[src/hw/rtl/mahd_pkg.sv]
// Shared types, constants and lookup tables for the MPEG audio header decoder.
package mahd_pkg;

    // Sync byte that opens every header
    localparam logic [7:0] SYNC_BYTE = 8'hFF;

    // Raw version codes
    localparam logic [1:0] VER_25       = 2'd0;
    localparam logic [1:0] VER_RESERVED = 2'd1;
    localparam logic [1:0] VER_2        = 2'd2;
    localparam logic [1:0] VER_1        = 2'd3;

    // Raw layer codes
    localparam logic [1:0] LAYER_RESERVED = 2'd0;
    localparam logic [1:0] LAYER_III      = 2'd1;
    localparam logic [1:0] LAYER_II       = 2'd2;
    localparam logic [1:0] LAYER_I        = 2'd3;

    localparam logic [3:0] BRI_BAD = 4'd15;
    localparam logic [1:0] SRI_BAD = 2'd3;

    // Samples per slot times 1000 (12 for layer I, 36 otherwise)
    localparam logic [15:0] SCALE_L1    = 16'd12000;
    localparam logic [15:0] SCALE_OTHER = 16'd36000;

    // Quotient width and divider steps (two quotient bits per cycle)
    localparam int QUO_W      = 10;
    localparam int DIV_CYCLES = QUO_W / 2;

    // Width of one queued header word (the three bytes after the sync byte)
    localparam int HDR_W = 24;

    // Queue status toward the front end and the back end
    typedef struct packed {
        logic full;
        logic empty;
    } q_status_t;

    // Decoded result, header_ok in the lowest bit
    typedef struct packed {
        logic [11:0] frame_bytes;
        logic [9:0]  frame_slots;
        logic [1:0]  emphasis;
        logic [4:0]  flag_bits;
        logic [1:0]  mode_extension;
        logic [1:0]  channel_mode;
        logic [15:0] sample_rate_hz;
        logic [8:0]  bitrate_kbps;
        logic [1:0]  layer;
        logic [1:0]  version;
        logic        header_ok;
    } result_t;

    localparam logic [8:0] KBPS_V1_L3 [16] = '{
        9'd0, 9'd32, 9'd40, 9'd48, 9'd56, 9'd64, 9'd80, 9'd96,
        9'd112, 9'd128, 9'd160, 9'd192, 9'd224, 9'd256, 9'd320, 9'd0};
    localparam logic [8:0] KBPS_V1_L2 [16] = '{
        9'd0, 9'd32, 9'd48, 9'd56, 9'd64, 9'd80, 9'd96, 9'd112,
        9'd128, 9'd160, 9'd192, 9'd224, 9'd256, 9'd320, 9'd384, 9'd0};
    localparam logic [8:0] KBPS_V1_L1 [16] = '{
        9'd0, 9'd32, 9'd64, 9'd96, 9'd128, 9'd160, 9'd192, 9'd224,
        9'd256, 9'd288, 9'd320, 9'd352, 9'd384, 9'd416, 9'd448, 9'd0};
    localparam logic [8:0] KBPS_V2_L23 [16] = '{
        9'd0, 9'd8, 9'd16, 9'd24, 9'd32, 9'd40, 9'd48, 9'd56,
        9'd64, 9'd80, 9'd96, 9'd112, 9'd128, 9'd144, 9'd160, 9'd0};
    localparam logic [8:0] KBPS_V2_L1 [16] = '{
        9'd0, 9'd32, 9'd48, 9'd56, 9'd64, 9'd80, 9'd96, 9'd112,
        9'd128, 9'd144, 9'd160, 9'd176, 9'd192, 9'd224, 9'd256, 9'd0};

    // Bitrate lookup; MPEG 2 and 2.5 share the lower rows
    function automatic logic [8:0] kbps_lookup(input logic [1:0] ver,
                                               input logic [1:0] lay,
                                               input logic [3:0] bri);
        logic [8:0] kbps;
        kbps = 9'd0;
        if (ver == VER_1)
        begin
            case (lay)
                LAYER_III: kbps = KBPS_V1_L3[bri];
                LAYER_II:  kbps = KBPS_V1_L2[bri];
                LAYER_I:   kbps = KBPS_V1_L1[bri];
                default:   kbps = 9'd0;
            endcase
        end
        else
        begin
            case (lay)
                LAYER_III, LAYER_II: kbps = KBPS_V2_L23[bri];
                LAYER_I:             kbps = KBPS_V2_L1[bri];
                default:             kbps = 9'd0;
            endcase
        end
        return kbps;
    endfunction

    // Sample rate lookup in hertz
    function automatic logic [15:0] hz_lookup(input logic [1:0] ver,
                                              input logic [1:0] sri);
        logic [15:0] base;
        logic [15:0] hz;
        base = 16'd0;
        hz   = 16'd0;
        case (sri)
            2'd0:    base = 16'd44100;
            2'd1:    base = 16'd48000;
            2'd2:    base = 16'd32000;
            default: base = 16'd0;
        endcase
        case (ver)
            VER_1:   hz = base;
            VER_2:   hz = base >> 1;
            VER_25:  hz = base >> 2;
            default: hz = 16'd0;
        endcase
        return hz;
    endfunction

endpackage

[src/hw/rtl/mahd_front.sv]
// Front end: hunts for the sync byte and gathers the three header bytes after it.
module mahd_front
(
    input  logic                        clk,
    input  logic                        rst_n,
    input  logic                        s_tvalid,
    output logic                        s_tready,
    input  logic [7:0]                  s_tdata,
    input  mahd_pkg::q_status_t         q_stat,
    output logic                        q_push,
    output logic [mahd_pkg::HDR_W-1:0]  q_wdata
);

    localparam logic [1:0] PH_HUNT = 2'd0;
    localparam logic [1:0] PH_B1   = 2'd1;
    localparam logic [1:0] PH_B2   = 2'd2;
    localparam logic [1:0] PH_B3   = 2'd3;

    logic [1:0]  phase_reg, phase_next;
    logic [15:0] buf_reg, buf_next;
    logic        accept;

    // Stall only on the last header byte when the queue is full
    assign s_tready = (phase_reg != PH_B3) || !q_stat.full;
    assign accept   = s_tvalid && s_tready;
    assign q_push   = accept && (phase_reg == PH_B3);
    assign q_wdata  = {buf_reg, s_tdata};

    // Advance the byte phase; drop bytes while hunting
    always_comb
    begin
        phase_next = phase_reg;
        buf_next   = buf_reg;
        if (accept)
        begin
            case (phase_reg)
                PH_HUNT:
                begin
                    phase_next = (s_tdata == mahd_pkg::SYNC_BYTE) ? PH_B1 : PH_HUNT;
                end
                PH_B1, PH_B2:
                begin
                    buf_next   = {buf_reg[7:0], s_tdata};
                    phase_next = phase_reg + 2'd1;
                end
                default:
                begin
                    phase_next = PH_HUNT;
                end
            endcase
        end
    end

    always_ff @(posedge clk or negedge rst_n)
    begin
        if (!rst_n)
        begin
            phase_reg <= PH_HUNT;
        end
        else
        begin
            phase_reg <= phase_next;
        end
    end

    always_ff @(posedge clk)
    begin
        buf_reg <= buf_next;
    end

endmodule

[src/hw/rtl/mahd_fifo.sv]
// Small header queue between the front end and the back end.
module mahd_fifo
#(
    parameter int DEPTH = 2
)
(
    input  logic                        clk,
    input  logic                        rst_n,
    input  logic                        push,
    input  logic [mahd_pkg::HDR_W-1:0]  wdata,
    input  logic                        pop,
    output logic [mahd_pkg::HDR_W-1:0]  rdata,
    output mahd_pkg::q_status_t         stat
);

    localparam int PTR_W = (DEPTH > 1) ? $clog2(DEPTH) : 1;
    localparam int CNT_W = $clog2(DEPTH + 1);
    localparam logic [PTR_W-1:0] LAST_PTR = PTR_W'(DEPTH - 1);
    localparam logic [CNT_W-1:0] FULL_CNT = CNT_W'(DEPTH);

    logic [mahd_pkg::HDR_W-1:0] mem_reg [DEPTH];
    logic [PTR_W-1:0]           wr_ptr_reg, rd_ptr_reg;
    logic [CNT_W-1:0]           cnt_reg;
    logic                       do_push, do_pop;

    assign stat.full  = (cnt_reg == FULL_CNT);
    assign stat.empty = (cnt_reg == '0);
    assign do_push    = push && !stat.full;
    assign do_pop     = pop && !stat.empty;
    assign rdata      = mem_reg[rd_ptr_reg];

    // Advance pointers and occupancy
    always_ff @(posedge clk or negedge rst_n)
    begin
        if (!rst_n)
        begin
            wr_ptr_reg <= '0;
            rd_ptr_reg <= '0;
            cnt_reg    <= '0;
        end
        else
        begin
            if (do_push)
            begin
                wr_ptr_reg <= (wr_ptr_reg == LAST_PTR) ? '0 : wr_ptr_reg + 1'b1;
            end
            if (do_pop)
            begin
                rd_ptr_reg <= (rd_ptr_reg == LAST_PTR) ? '0 : rd_ptr_reg + 1'b1;
            end
            if (do_push && !do_pop)
            begin
                cnt_reg <= cnt_reg + 1'b1;
            end
            else if (do_pop && !do_push)
            begin
                cnt_reg <= cnt_reg - 1'b1;
            end
        end
    end

    // Store the pushed word
    always_ff @(posedge clk)
    begin
        if (do_push)
        begin
            mem_reg[wr_ptr_reg] <= wdata;
        end
    end

endmodule

[src/hw/rtl/mahd_back.sv]
// Back end: decodes a queued header, divides out the frame length, holds the result.
module mahd_back
(
    input  logic                        clk,
    input  logic                        rst_n,
    input  logic                        q_valid,
    input  logic [mahd_pkg::HDR_W-1:0]  q_rdata,
    output logic                        q_pop,
    output logic                        m_tvalid,
    input  logic                        m_tready,
    output mahd_pkg::result_t           m_result
);

    localparam logic [1:0] S_IDLE   = 2'd0;
    localparam logic [1:0] S_DECODE = 2'd1;
    localparam logic [1:0] S_DIV    = 2'd2;
    localparam logic [1:0] S_DONE   = 2'd3;

    localparam int QW    = mahd_pkg::QUO_W;
    localparam int DSH_W = 16 + QW - 1;
    localparam int CNT_W = $clog2(mahd_pkg::DIV_CYCLES);
    localparam logic [CNT_W-1:0] CNT_LAST = CNT_W'(mahd_pkg::DIV_CYCLES - 1);

    logic [1:0]                 state_reg, state_next;
    logic [mahd_pkg::HDR_W-1:0] hdr_reg;
    logic                       ok_reg;
    logic [8:0]                 kbps_reg;
    logic [15:0]                hz_reg;
    logic [23:0]                rem_reg;
    logic [DSH_W-1:0]           dsh_reg;
    logic [QW-1:0]              quo_reg;
    logic [CNT_W-1:0]           cnt_reg;
    logic                       out_valid_reg;
    mahd_pkg::result_t          out_reg;

    logic [1:0]  ver, lay, sri;
    logic [3:0]  bri;
    logic        ok_dec;
    logic [8:0]  kbps_dec;
    logic [15:0] hz_dec;
    logic [15:0] scale;
    logic [24:0] prod;
    logic [DSH_W:0] r0, r1, r2;
    logic [DSH_W-1:0] d1;
    logic        b1, b2;
    logic [QW-1:0] slots;
    logic        out_free;

    assign ver = hdr_reg[20:19];
    assign lay = hdr_reg[18:17];
    assign bri = hdr_reg[15:12];
    assign sri = hdr_reg[11:10];

    // Check sync and reserved codes, then look up rates
    always_comb
    begin
        ok_dec = (hdr_reg[23:21] == 3'b111)
                 && (ver != mahd_pkg::VER_RESERVED)
                 && (lay != mahd_pkg::LAYER_RESERVED)
                 && (bri != mahd_pkg::BRI_BAD)
                 && (sri != mahd_pkg::SRI_BAD);
        kbps_dec = ok_dec ? mahd_pkg::kbps_lookup(ver, lay, bri) : 9'd0;
        hz_dec   = ok_dec ? mahd_pkg::hz_lookup(ver, sri) : 16'd0;
        scale    = (lay == mahd_pkg::LAYER_I) ? mahd_pkg::SCALE_L1
                                              : mahd_pkg::SCALE_OTHER;
        prod     = 25'(kbps_dec) * 25'(scale);
    end

    // Two restoring division steps per cycle
    always_comb
    begin
        r0 = (DSH_W + 1)'(rem_reg);
        b1 = (r0 >= {1'b0, dsh_reg});
        r1 = b1 ? (r0 - {1'b0, dsh_reg}) : r0;
        d1 = dsh_reg >> 1;
        b2 = (r1 >= {1'b0, d1});
        r2 = b2 ? (r1 - {1'b0, d1}) : r1;
    end

    assign out_free = !out_valid_reg || m_tready;
    assign q_pop    = (state_reg == S_IDLE) && q_valid;
    assign slots    = quo_reg + QW'(hdr_reg[9]);

    // Sequence one header through decode, divide and hand-off
    always_comb
    begin
        state_next = state_reg;
        case (state_reg)
            S_IDLE:   state_next = q_valid ? S_DECODE : S_IDLE;
            S_DECODE: state_next = S_DIV;
            S_DIV:    state_next = (cnt_reg == CNT_LAST) ? S_DONE : S_DIV;
            S_DONE:   state_next = out_free ? S_IDLE : S_DONE;
            default:  state_next = S_IDLE;
        endcase
    end

    always_ff @(posedge clk or negedge rst_n)
    begin
        if (!rst_n)
        begin
            state_reg     <= S_IDLE;
            cnt_reg       <= '0;
            out_valid_reg <= 1'b0;
        end
        else
        begin
            state_reg <= state_next;
            if (state_reg == S_DECODE)
            begin
                cnt_reg <= '0;
            end
            else if (state_reg == S_DIV)
            begin
                cnt_reg <= cnt_reg + 1'b1;
            end
            if (state_reg == S_DONE && out_free)
            begin
                out_valid_reg <= 1'b1;
            end
            else if (m_tready)
            begin
                out_valid_reg <= 1'b0;
            end
        end
    end

    // Datapath registers
    always_ff @(posedge clk)
    begin
        case (state_reg)
            S_IDLE:
            begin
                if (q_valid)
                begin
                    hdr_reg <= q_rdata;
                end
            end
            S_DECODE:
            begin
                ok_reg   <= ok_dec;
                kbps_reg <= kbps_dec;
                hz_reg   <= hz_dec;
                rem_reg  <= prod[23:0];
                dsh_reg  <= {hz_dec, (QW - 1)'(0)};
                quo_reg  <= '0;
            end
            S_DIV:
            begin
                rem_reg <= r2[23:0];
                dsh_reg <= d1 >> 1;
                quo_reg <= {quo_reg[QW-3:0], b1, b2};
            end
            default:
            begin
                if (out_free)
                begin
                    out_reg.header_ok      <= ok_reg;
                    out_reg.version        <= ver;
                    out_reg.layer          <= lay;
                    out_reg.bitrate_kbps   <= kbps_reg;
                    out_reg.sample_rate_hz <= hz_reg;
                    out_reg.channel_mode   <= hdr_reg[7:6];
                    out_reg.mode_extension <= hdr_reg[5:4];
                    out_reg.flag_bits      <= {hdr_reg[2], hdr_reg[3], hdr_reg[8],
                                               hdr_reg[9], hdr_reg[16]};
                    out_reg.emphasis       <= hdr_reg[1:0];
                    out_reg.frame_slots    <= ok_reg ? slots : '0;
                    out_reg.frame_bytes    <= ok_reg ? {slots, 2'b00} : 12'd0;
                end
            end
        endcase
    end

    assign m_tvalid = out_valid_reg;
    assign m_result = out_reg;

endmodule

[src/hw/rtl/mpeg_audio_header_decoder.sv]
// Top level of the MPEG audio frame header decoder.
//
// Usage:
//   s_* carries the raw audio stream, one byte per word. Bytes are dropped
//   until 0xFF; that byte and the next three form one 32-bit header.
//   m_* carries one decoded header word per header, whether or not it is
//   valid (header_ok tells). Rate and length fields read zero when not ok.
// Sequence: after the fourth header byte is taken and queued, the back end
//   reads the queue, does the table lookup and multiply, runs the
//   two-bit-per-cycle divider, then loads the output register.
// Pacing: the back end takes no new header from the queue until it has
//   handed off the last one's result; bytes outside a header are taken
//   every cycle.
// Stall: a header queue of FIFO_DEPTH entries sits between the byte front
//   end and the decode back end; the input stalls only on a header's last
//   byte when that queue is full. The output holds its word until taken.
// Reset: rst_n clears the byte phase to hunting, empties the queue and
//   drops any pending result.
module mpeg_audio_header_decoder
#(
    parameter int FIFO_DEPTH = 2
)
(
    input  logic        clk,
    input  logic        rst_n,
    input  logic        s_tvalid,
    output logic        s_tready,
    input  logic [7:0]  s_tdata,   // [7:0] data_byte
    output logic        m_tvalid,
    input  logic        m_tready,
    // [0] header_ok, [2:1] version, [4:3] layer, [13:5] bitrate_kbps,
    // [29:14] sample_rate_hz, [31:30] channel_mode, [33:32] mode_extension,
    // [38:34] flag_bits, [40:39] emphasis, [50:41] frame_slots,
    // [62:51] frame_bytes, [63] zero
    output logic [63:0] m_tdata
);

    mahd_pkg::q_status_t        q_stat;
    logic                       q_push, q_pop;
    logic [mahd_pkg::HDR_W-1:0] q_wdata, q_rdata;
    mahd_pkg::result_t          result;

    mahd_front u_front
    (
        .clk      (clk),
        .rst_n    (rst_n),
        .s_tvalid (s_tvalid),
        .s_tready (s_tready),
        .s_tdata  (s_tdata),
        .q_stat   (q_stat),
        .q_push   (q_push),
        .q_wdata  (q_wdata)
    );

    mahd_fifo #(.DEPTH(FIFO_DEPTH)) u_fifo
    (
        .clk   (clk),
        .rst_n (rst_n),
        .push  (q_push),
        .wdata (q_wdata),
        .pop   (q_pop),
        .rdata (q_rdata),
        .stat  (q_stat)
    );

    mahd_back u_back
    (
        .clk      (clk),
        .rst_n    (rst_n),
        .q_valid  (!q_stat.empty),
        .q_rdata  (q_rdata),
        .q_pop    (q_pop),
        .m_tvalid (m_tvalid),
        .m_tready (m_tready),
        .m_result (result)
    );

    assign m_tdata = {1'b0, result};

`ifndef ASSERT_OFF
    // Never push a header into a full queue
    assert property (@(posedge clk) disable iff (!rst_n)
        q_push |-> !q_stat.full)
        else $error("header pushed into full queue");

    // A rejected header carries no rates or lengths
    assert property (@(posedge clk) disable iff (!rst_n)
        (m_tvalid && !result.header_ok) |->
            (result.frame_slots == '0 && result.frame_bytes == '0
             && result.bitrate_kbps == '0 && result.sample_rate_hz == '0))
        else $error("rejected header carries nonzero fields");

    // Frame bytes are four times frame slots
    assert property (@(posedge clk) disable iff (!rst_n)
        m_tvalid |-> (result.frame_bytes == {result.frame_slots, 2'b00}))
        else $error("frame_bytes does not match frame_slots");
`endif

endmodule
[config.mk]
export PLATFORM = sky130hd
export DESIGN_NAME = mpeg_audio_header_decoder
export DESIGN_NICKNAME = d
export VERILOG_FILES = /design/src/hw/rtl/mahd_pkg.sv /design/src/hw/rtl/mahd_front.sv /design/src/hw/rtl/mahd_fifo.sv /design/src/hw/rtl/mahd_back.sv /design/src/hw/rtl/mpeg_audio_header_decoder.sv
export SDC_FILE = /design/constraint.sdc
export NUM_CORES = 1
export LEC_CHECK = 0
export BUFFER_PORTS_ARGS = -buffer_cell sky130_fd_sc_hd__buf_4
export CAP_MARGIN = 20
export CORE_UTILIZATION = 55
export DETAILED_ROUTE_END_ITERATION = 8
export GPL_TIMING_DRIVEN = 0
export PLACE_DENSITY = 0.74
export SETUP_SLACK_MARGIN = 0.2
export SYNTH_ARGS = -nofsm -noshare
export SYNTH_HDL_FRONTEND = slang
export SYNTH_SLANG_ARGS = --single-unit
export TNS_END_PERCENT = 30
[constraint.sdc]
create_clock -name clk -period 16.65 [get_ports clk]
set_input_delay 0.8325 -clock clk [delete_from_list [all_inputs] [get_ports clk]]
set_output_delay 0.8325 -clock clk [all_outputs]
set_load 0.01 [all_outputs]
After elaboration in Yosys (flattened, before gate mapping)
Memory sizes are Yosys's and may differ from the RTL's. A register that Yosys moved wholly into a read port is not among the register bits.
Index checks and enable logic that the tools add are counted.
{ "word_totals": {"rom_bits": 720, "ram_bits": 48, "register_bits": 166, "mem_count": 6, "word_cells": 141} }
{ "classes": {"bitwise_logic": 3, "multipliers": 1, "add_sub_neg": 9, "reduce_logical": 34, "order_cmp": 3, "n_mux": 39, "n_eq_ne": 21} }
{ "mem_list": {"columns": ["name", "depth", "width", "rd", "rd_clocked_by_memory_dff", "write_ports", "line_no", "rtl"], "rows": [
  ["(name not given)", 16, 9, 1, 0, 0, "mahd_pkg.sv:79", "LAYER_III: kbps = KBPS_V1_L3[bri];"],
  ["(name not given)", 16, 9, 1, 0, 0, "mahd_pkg.sv:80", "LAYER_II: kbps = KBPS_V1_L2[bri];"],
  ["(name not given)", 16, 9, 1, 0, 0, "mahd_pkg.sv:81", "LAYER_I: kbps = KBPS_V1_L1[bri];"],
  ["(name not given)", 16, 9, 1, 0, 0, "mahd_pkg.sv:88", "LAYER_III, LAYER_II: kbps = KBPS_V2_L23[bri];"],
  ["(name not given)", 16, 9, 1, 0, 0, "mahd_pkg.sv:89", "LAYER_I: kbps = KBPS_V2_L1[bri];"],
  ["u_fifo.mem_reg", 2, 24, 1, 1, 1, "mahd_fifo.sv:21", "logic [mahd_pkg::HDR_W-1:0] mem_reg [DEPTH];"]
]} }
{ "op_table": {"columns": ["op", "n"], "rows": [
  ["9-bit 2-to-1 mux", 12],
  ["16-bit case mux with 3 select lines", 2],
  ["25-bit case mux with 2 select lines", 1],
  ["24-bit case mux with 2 select lines", 1],
  ["16-bit 2-to-1 mux", 2],
  ["9-bit case mux with 3 select lines", 1],
  ["26-bit by 24-bit greater-or-equal comparator with 1-bit output", 1],
  ["26-bit 2-to-1 mux", 1],
  ["24-bit by 25-bit subtractor with 26-bit output", 1],
  ["24-bit by 25-bit greater-or-equal comparator with 1-bit output", 1],
  ["9-bit by 16-bit multiplier with 24-bit output", 1],
  ["24-bit 2-to-1 mux", 1],
  ["24-bit subtractor", 1],
  ["2-bit equality test (second input constant)", 10],
  ["10-bit case mux with 2 select lines", 1],
  ["9-bit case mux with 2 select lines", 1],
  ["1-bit logical AND", 12],
  ["10-bit by 1-bit adder with 10-bit output", 1],
  ["2-bit logical NOT", 5],
  ["1-bit 2-to-1 mux", 9],
  ["2-bit by 1-bit equality test with 1-bit output (second input constant)", 4],
  ["8-bit equality test (second input constant)", 1],
  ["2-bit case mux with 4 select lines", 1],
  ["2-bit nonzero test", 4],
  ["other kinds (19)", 35]
]} }

Depth between registers and ports, before layout
{ "logic_depth": {"depth_word": 10, "mapped_depth": 29} }

By module
A second synthesis with hierarchy kept.
{ "unflattened": {"cells_unflattened": 1230, "area_unflattened_um2": 14053.5} }
{ "by_module_without_submodules": {"columns": ["module", "area_per_inst_um2", "instances", "cells_per_inst"], "rows": [
  ["mahd_back", 11310.8, 1, 1092],
  ["mahd_fifo", 2030.7, 1, 94],
  ["mahd_front", 696.9, 1, 41],
  ["mpeg_audio_header_decoder", 15.0, 1, 3]
]} }

Worst setup path before layout
No wires, ideal clock.
{ "synth_timing": {"kind": "register to register", "from": "register u_back.hdr_reg[12] in the netlist's numbering, read port of u_fifo.mem_reg", "to": "register u_back.rem_reg[23], data pin", "n_path_buf": 1, "setup_slack_ns": 10.723, "period_less_slack_ns": 5.927, "arrival_ns": 5.669, "path_stages_with_launch": 27, "path_cell_list": "edfxtp_1 clkbuf_1 inv_1 ha_1 mux2i_1 a21o_1 nand2_1 nand2_1 a21oi_1 o221ai_1 and3_1 fa_1 inv_1 fa_1 inv_1 fa_1 ha_1 ha_1 a21o_1 a21oi_1 nor2b_1 nor4_1 o31ai_1 o41ai_1 xnor2_1 nor2_1 a211o_1"} }
{ "synth_via": {"elab_chain_cells": 9} }
{ "synth_lines": {"columns": ["element", "line_no", "rtl"], "rows": [
  ["from (decl)", "mahd_back.sv:25", "logic [mahd_pkg::HDR_W-1:0] hdr_reg;"],
  ["4-bit NOT with 5-bit output (not written as such)", null, null],
  ["memory 16 x 9 bit (on tied branches)", null, null],
  ["9-bit 2-to-1 mux (on tied branches) (2 in a row)", null, null],
  ["9-bit case mux with 3 select lines or 9-bit case mux with 2 select lines (tied branches)", "mahd_pkg.sv:78, mahd_pkg.sv:87", null],
  ["9-bit 2-to-1 mux", "mahd_pkg.sv:76", "if (ver == VER_1)"],
  ["9-bit 2-to-1 mux *", "mahd_back.sv:62", "kbps_dec = ok_dec ? mahd_pkg::kbps_lookup(ver, lay, bri) : 9'd0;"],
  ["via u_back.kbps_dec[6]", "mahd_back.sv:39", "logic [8:0] kbps_dec;"],
  ["9-bit by 16-bit multiplier with 24-bit output *", "mahd_back.sv:66", "prod = 25'(kbps_dec) * 25'(scale);"],
  ["24-bit case mux with 2 select lines *", "mahd_back.sv:130", "case (state_reg)"],
  ["to (signal assigned)", "mahd_back.sv:143", "rem_reg <= prod[23:0];"],
  ["to (signal assigned)", "mahd_back.sv:149", "rem_reg <= r2[23:0];"],
  ["to (decl)", "mahd_back.sv:29", "logic [23:0] rem_reg;"]
]} }
The timed path passes the listed nets; every way through them passes the cells marked *. The select of a mux whose other input is x is not followed.
A chain may end at the register's enable or synchronous reset.

Final worst setup path
{ "layout_timing": {"from": "register u_back.rem_reg[0]", "to": "register u_back.rem_reg[17], data pin"} }
{ "layout_via": {"elab_chain_cells": 5} }
{ "layout_lines": {"columns": ["element", "line_no", "rtl"], "rows": [
  ["24-bit by 25-bit subtractor with 26-bit output or 24-bit by 25-bit greater-or-equal comparator with 1-bit output (tied branches)", "mahd_back.sv:74, mahd_back.sv:73", null],
  ["26-bit 2-to-1 mux *", "mahd_back.sv:74", "r1 = b1 ? (r0 - {1'b0, dsh_reg}) : r0;"],
  ["24-bit subtractor or 26-bit by 24-bit greater-or-equal comparator with 1-bit output (tied branches)", "mahd_back.sv:77, mahd_back.sv:76", null],
  ["24-bit 2-to-1 mux *", "mahd_back.sv:77", "r2 = b2 ? (r1 - {1'b0, d1}) : r1;"],
  ["24-bit case mux with 2 select lines *", "mahd_back.sv:130", null]
]} }
Every way passes the cells marked *; elsewhere a longest branch is shown, timed or not.

==> run_results.csv <==
group,metric,value,unit
worst_setup_path,startpoint_type,"flip-flop",
timing,rsz0062_at_grt,"no",
synthesis,synth.area.top_cells,"edfxtp_1 46%, ha_1 11%, mux2_2 3.6%, fa_1 3.2%, xnor2_1 3.0%",
final_layout,drive_gt1_share,16.1,%
place,place.gp.congestion,0.929,
clock_tree,root_buffer,"clkbuf_16",
drt,wl_per_cell,18.7,um
floorplanning,die_w,161,um
synthesis,netlist_area,13800,um^2
grt,grt_max_degree,66,
timing,min_period,7130,ps
worst_setup_path,reg2reg_slack,9520,ps
run_status,outcome,"complete, no violations",
synthesis,yosysTopAreaCell,"edfxtp_1",
final_layout,largest_register_ffs,48,
flow_run,drv_cap,0,
worst_setup_path,worst_ep_required_time,16910,ps
drt,drt_first_pass_iters,5,
worst_setup_path,rr_startpoint,"u_back.rem_reg[0]",
clock_tree,cts_num_sinks,226,
timing,finalSetupTns,0,ps
synthesis,synth.most_common_cell,"edfxtp_1",
clock_tree,clk_latency,560,ps
synthesis,ys_ff_latch,226,
timing,period_share,42.8,%
timing,slew_viol_final,0,
floorplanning,rows,57,
clock_tree,clockBufferDepth,3,
clock_tree,postCtsResizedCells,0,
grt,grt_util_met3,4.26,%
grt,antenna_found_initial,0,
drt,drt_iter0_markers,680,
clock_tree,htreeDepth,1,
worst_setup_path,arrival,7390,ps
floorplanning,initial_core_util,56.5,%
clock_tree,postCtsSetupRepairBufs,0,
synthesis,synth_cells,1204,
drt,routed_wl,31100,um
drt,drc_errors,0,
grt,grt_use_total,24.3,%
drt,vias_per_cell,5.81,
timing,max_freq,140,MHz
grt,gr-usage-met2,38.5,%
final_layout,finalNetCount,1467,
synthesis,synthArstFlopShare,5.31,%
final_layout,fill_cells,1876,
floorplanning,fp.dieH,161,um
clock_tree,cts_tree,"yes",
timing,hold_viol,0,
final_layout,area_growth,14.7,%
floorplanning,pin_count,78,
synthesis,synth-edff-count,214,
place,dpl_cell_area,14900,um^2
drt,ant_nets,0,
drt,vias,9652,
clock_tree,cts.clk_slew.worst_paths,70,ps
synthesis,yosysWarnings,0,
place,dp_cells,1609,
place,io_buffers,70,
timing,relSlewSlack,29.4,%
timing,finClkSkew,27.6,ps
worst_setup_path,rr_worst_depth,26,
clock_tree,cts_inserted_buffers,26,
synthesis,synth_cell_types,76,
worst_setup_path,crit_fanout,10,
worst_setup_path,r2r-end,"u_back.rem_reg[17]",
final_layout,utilization,64.8,%
worst_setup_path,end_kind,"flip-flop",
place,dp_hpwl,22500,um
floorplanning,die-area,25800,um^2
clock_tree,ctsHoldBuffers,0,
grt,use_met1,34.6,%
worst_setup_path,critPathKind,"flip-flop to flip-flop",
synthesis,ys.flop_type,"edfxtp_1",
synthesis,synth_area_per_cell,11.5,um^2
floorplanning,fp.coreArea,24500,um^2
worst_hold_path,hold_path_class,"input port to asynchronous set/reset pin",
timing,setup_violations,0,
timing,tightestPinTransition,1050,ps
final_layout,stdcell_count,1660,
grt,overflow,0,
final_layout,finish.instance_area,15900,um^2
grt,grt_pass1_wl,49500,um
grt,grt_pass1_vias,9428,
grt,gr-max-usage-layer,"met2",
final_layout,n_antenna_cell,0,
synthesis,synth_top_area_share,46.5,%
synthesis,ys_seq_area_share,48.6,%
synthesis,ys_top_cells_by_count,"214 x edfxtp_1, 117 x ha_1, 105 x inv_1",
per-layer routing:
metal	wire length, um	vias to the layer above
li1	-	4582
met1	14200	4642
met2	14100	368
met3	2130	60
met4	701	0
met5	0	-
kinds of logic after synthesis:
| family | share of synthesized area, % |
|---|---|
| compound gates | 11.8 |
| xor+xnor | 4.12 |
| fa+ha+maj | 13.8 |
| buf+inv | 5.19 |
| flops | 48.6 |
| mux | 5.98 |
| other cells | 0.0271 |
| simple gates | 10.5 |
critical path, stage by stage, from the launching register on:
cell and delay (ps):
edfxtp_1 370, inv_1 70, ha_1 170, inv_1 60, fa_1 400, a21oi_1 240
o22ai_1 150, or4_4 490, a31oi_4 240, o21ai_2 120, a41o_1 290, buf_6 160
buf_2 220, o21ai_0 270, ha_1 220, inv_1 50, fa_1 450, a211oi_1 380
o21ai_0 200, a31o_1 290, a21oi_2 310, a211oi_1 170, a311oi_2 480, nand2_1 190
clkbuf_1 390, nand2_1 320, o221ai_1 130
layout make-up:
| class | count | area, um^2 | area share [%] |
|---|---|---|---|
| Clock buffer | 29 | 662 | 4.17 |
| Buffer | 58 | 324 | 2.04 |
| Inverter | 105 | 394 | 2.49 |
| Tap cell | 324 | 405 | 2.56 |
| Timing Repair Buffer | 76 | 651 | 4.10 |
| Multi-Input combinational cell | 823 | 6430 | 40.5 |
| Sequential cell | 226 | 6730 | 42.4 |
| Clock inverter | 19 | 265 | 1.67 |
per-stage QoR:
step / setup WS [ps] / hold slack [ps]
after floorplan: 10720 / 400
after global placement: 9720 / 402
after detailed placement: 9680 / 405
after CTS: 9590 / 86.2
after global routing: 9110 / 101
final: 9520 / 100
cells in the final DEF (no fill, tap or decap), drive strengths merged, types with 5 or more instances in the layout:
cell type  instances
a211o              6
a211oi            16
a21o              25
a21oi             66
a31oi             13
and2              32
and3               9
buf              114
bufinv             5
clkbuf            49
clkinv            12
conb               9
dfrtp             12
edfxtp           214
fa                22
ha               117
inv              106
mux2              52
mux2i             23
nand2             71
nand2b             8
nand3             30
nand4             10
nor2              75
nor2b             17
nor3              21
nor4               6
o211ai             7
o21ai             46
o21bai             7
o221ai             5
o31ai             10
xnor2             48
xor2              17
worst max-delay path by stage:
| stage | slack (ps) | startpoint | to | depth (start not counted) |
|---|---|---|---|---|
| finish | 9520 | u_back.rem_reg[0] | u_back.rem_reg[17] | 26 |
| global route | 9110 | u_back.rem_reg[0] | u_back.rem_reg[17] | 26 |
| CTS | 9590 | u_back.hdr_reg[17] | u_back.rem_reg[20] | 22 |
| detailed placement | 9680 | u_back.hdr_reg[17] | u_back.rem_reg[20] | 22 |
| global placement | 9720 | u_back.hdr_reg[17] | u_back.rem_reg[20] | 22 |
| floorplan | 10720 | u_back.hdr_reg[12] | u_back.rem_reg[23] | 26 |
Power is not shown: default switching activity piles up to over one toggle a cycle in this logic, so the estimate is an artifact.
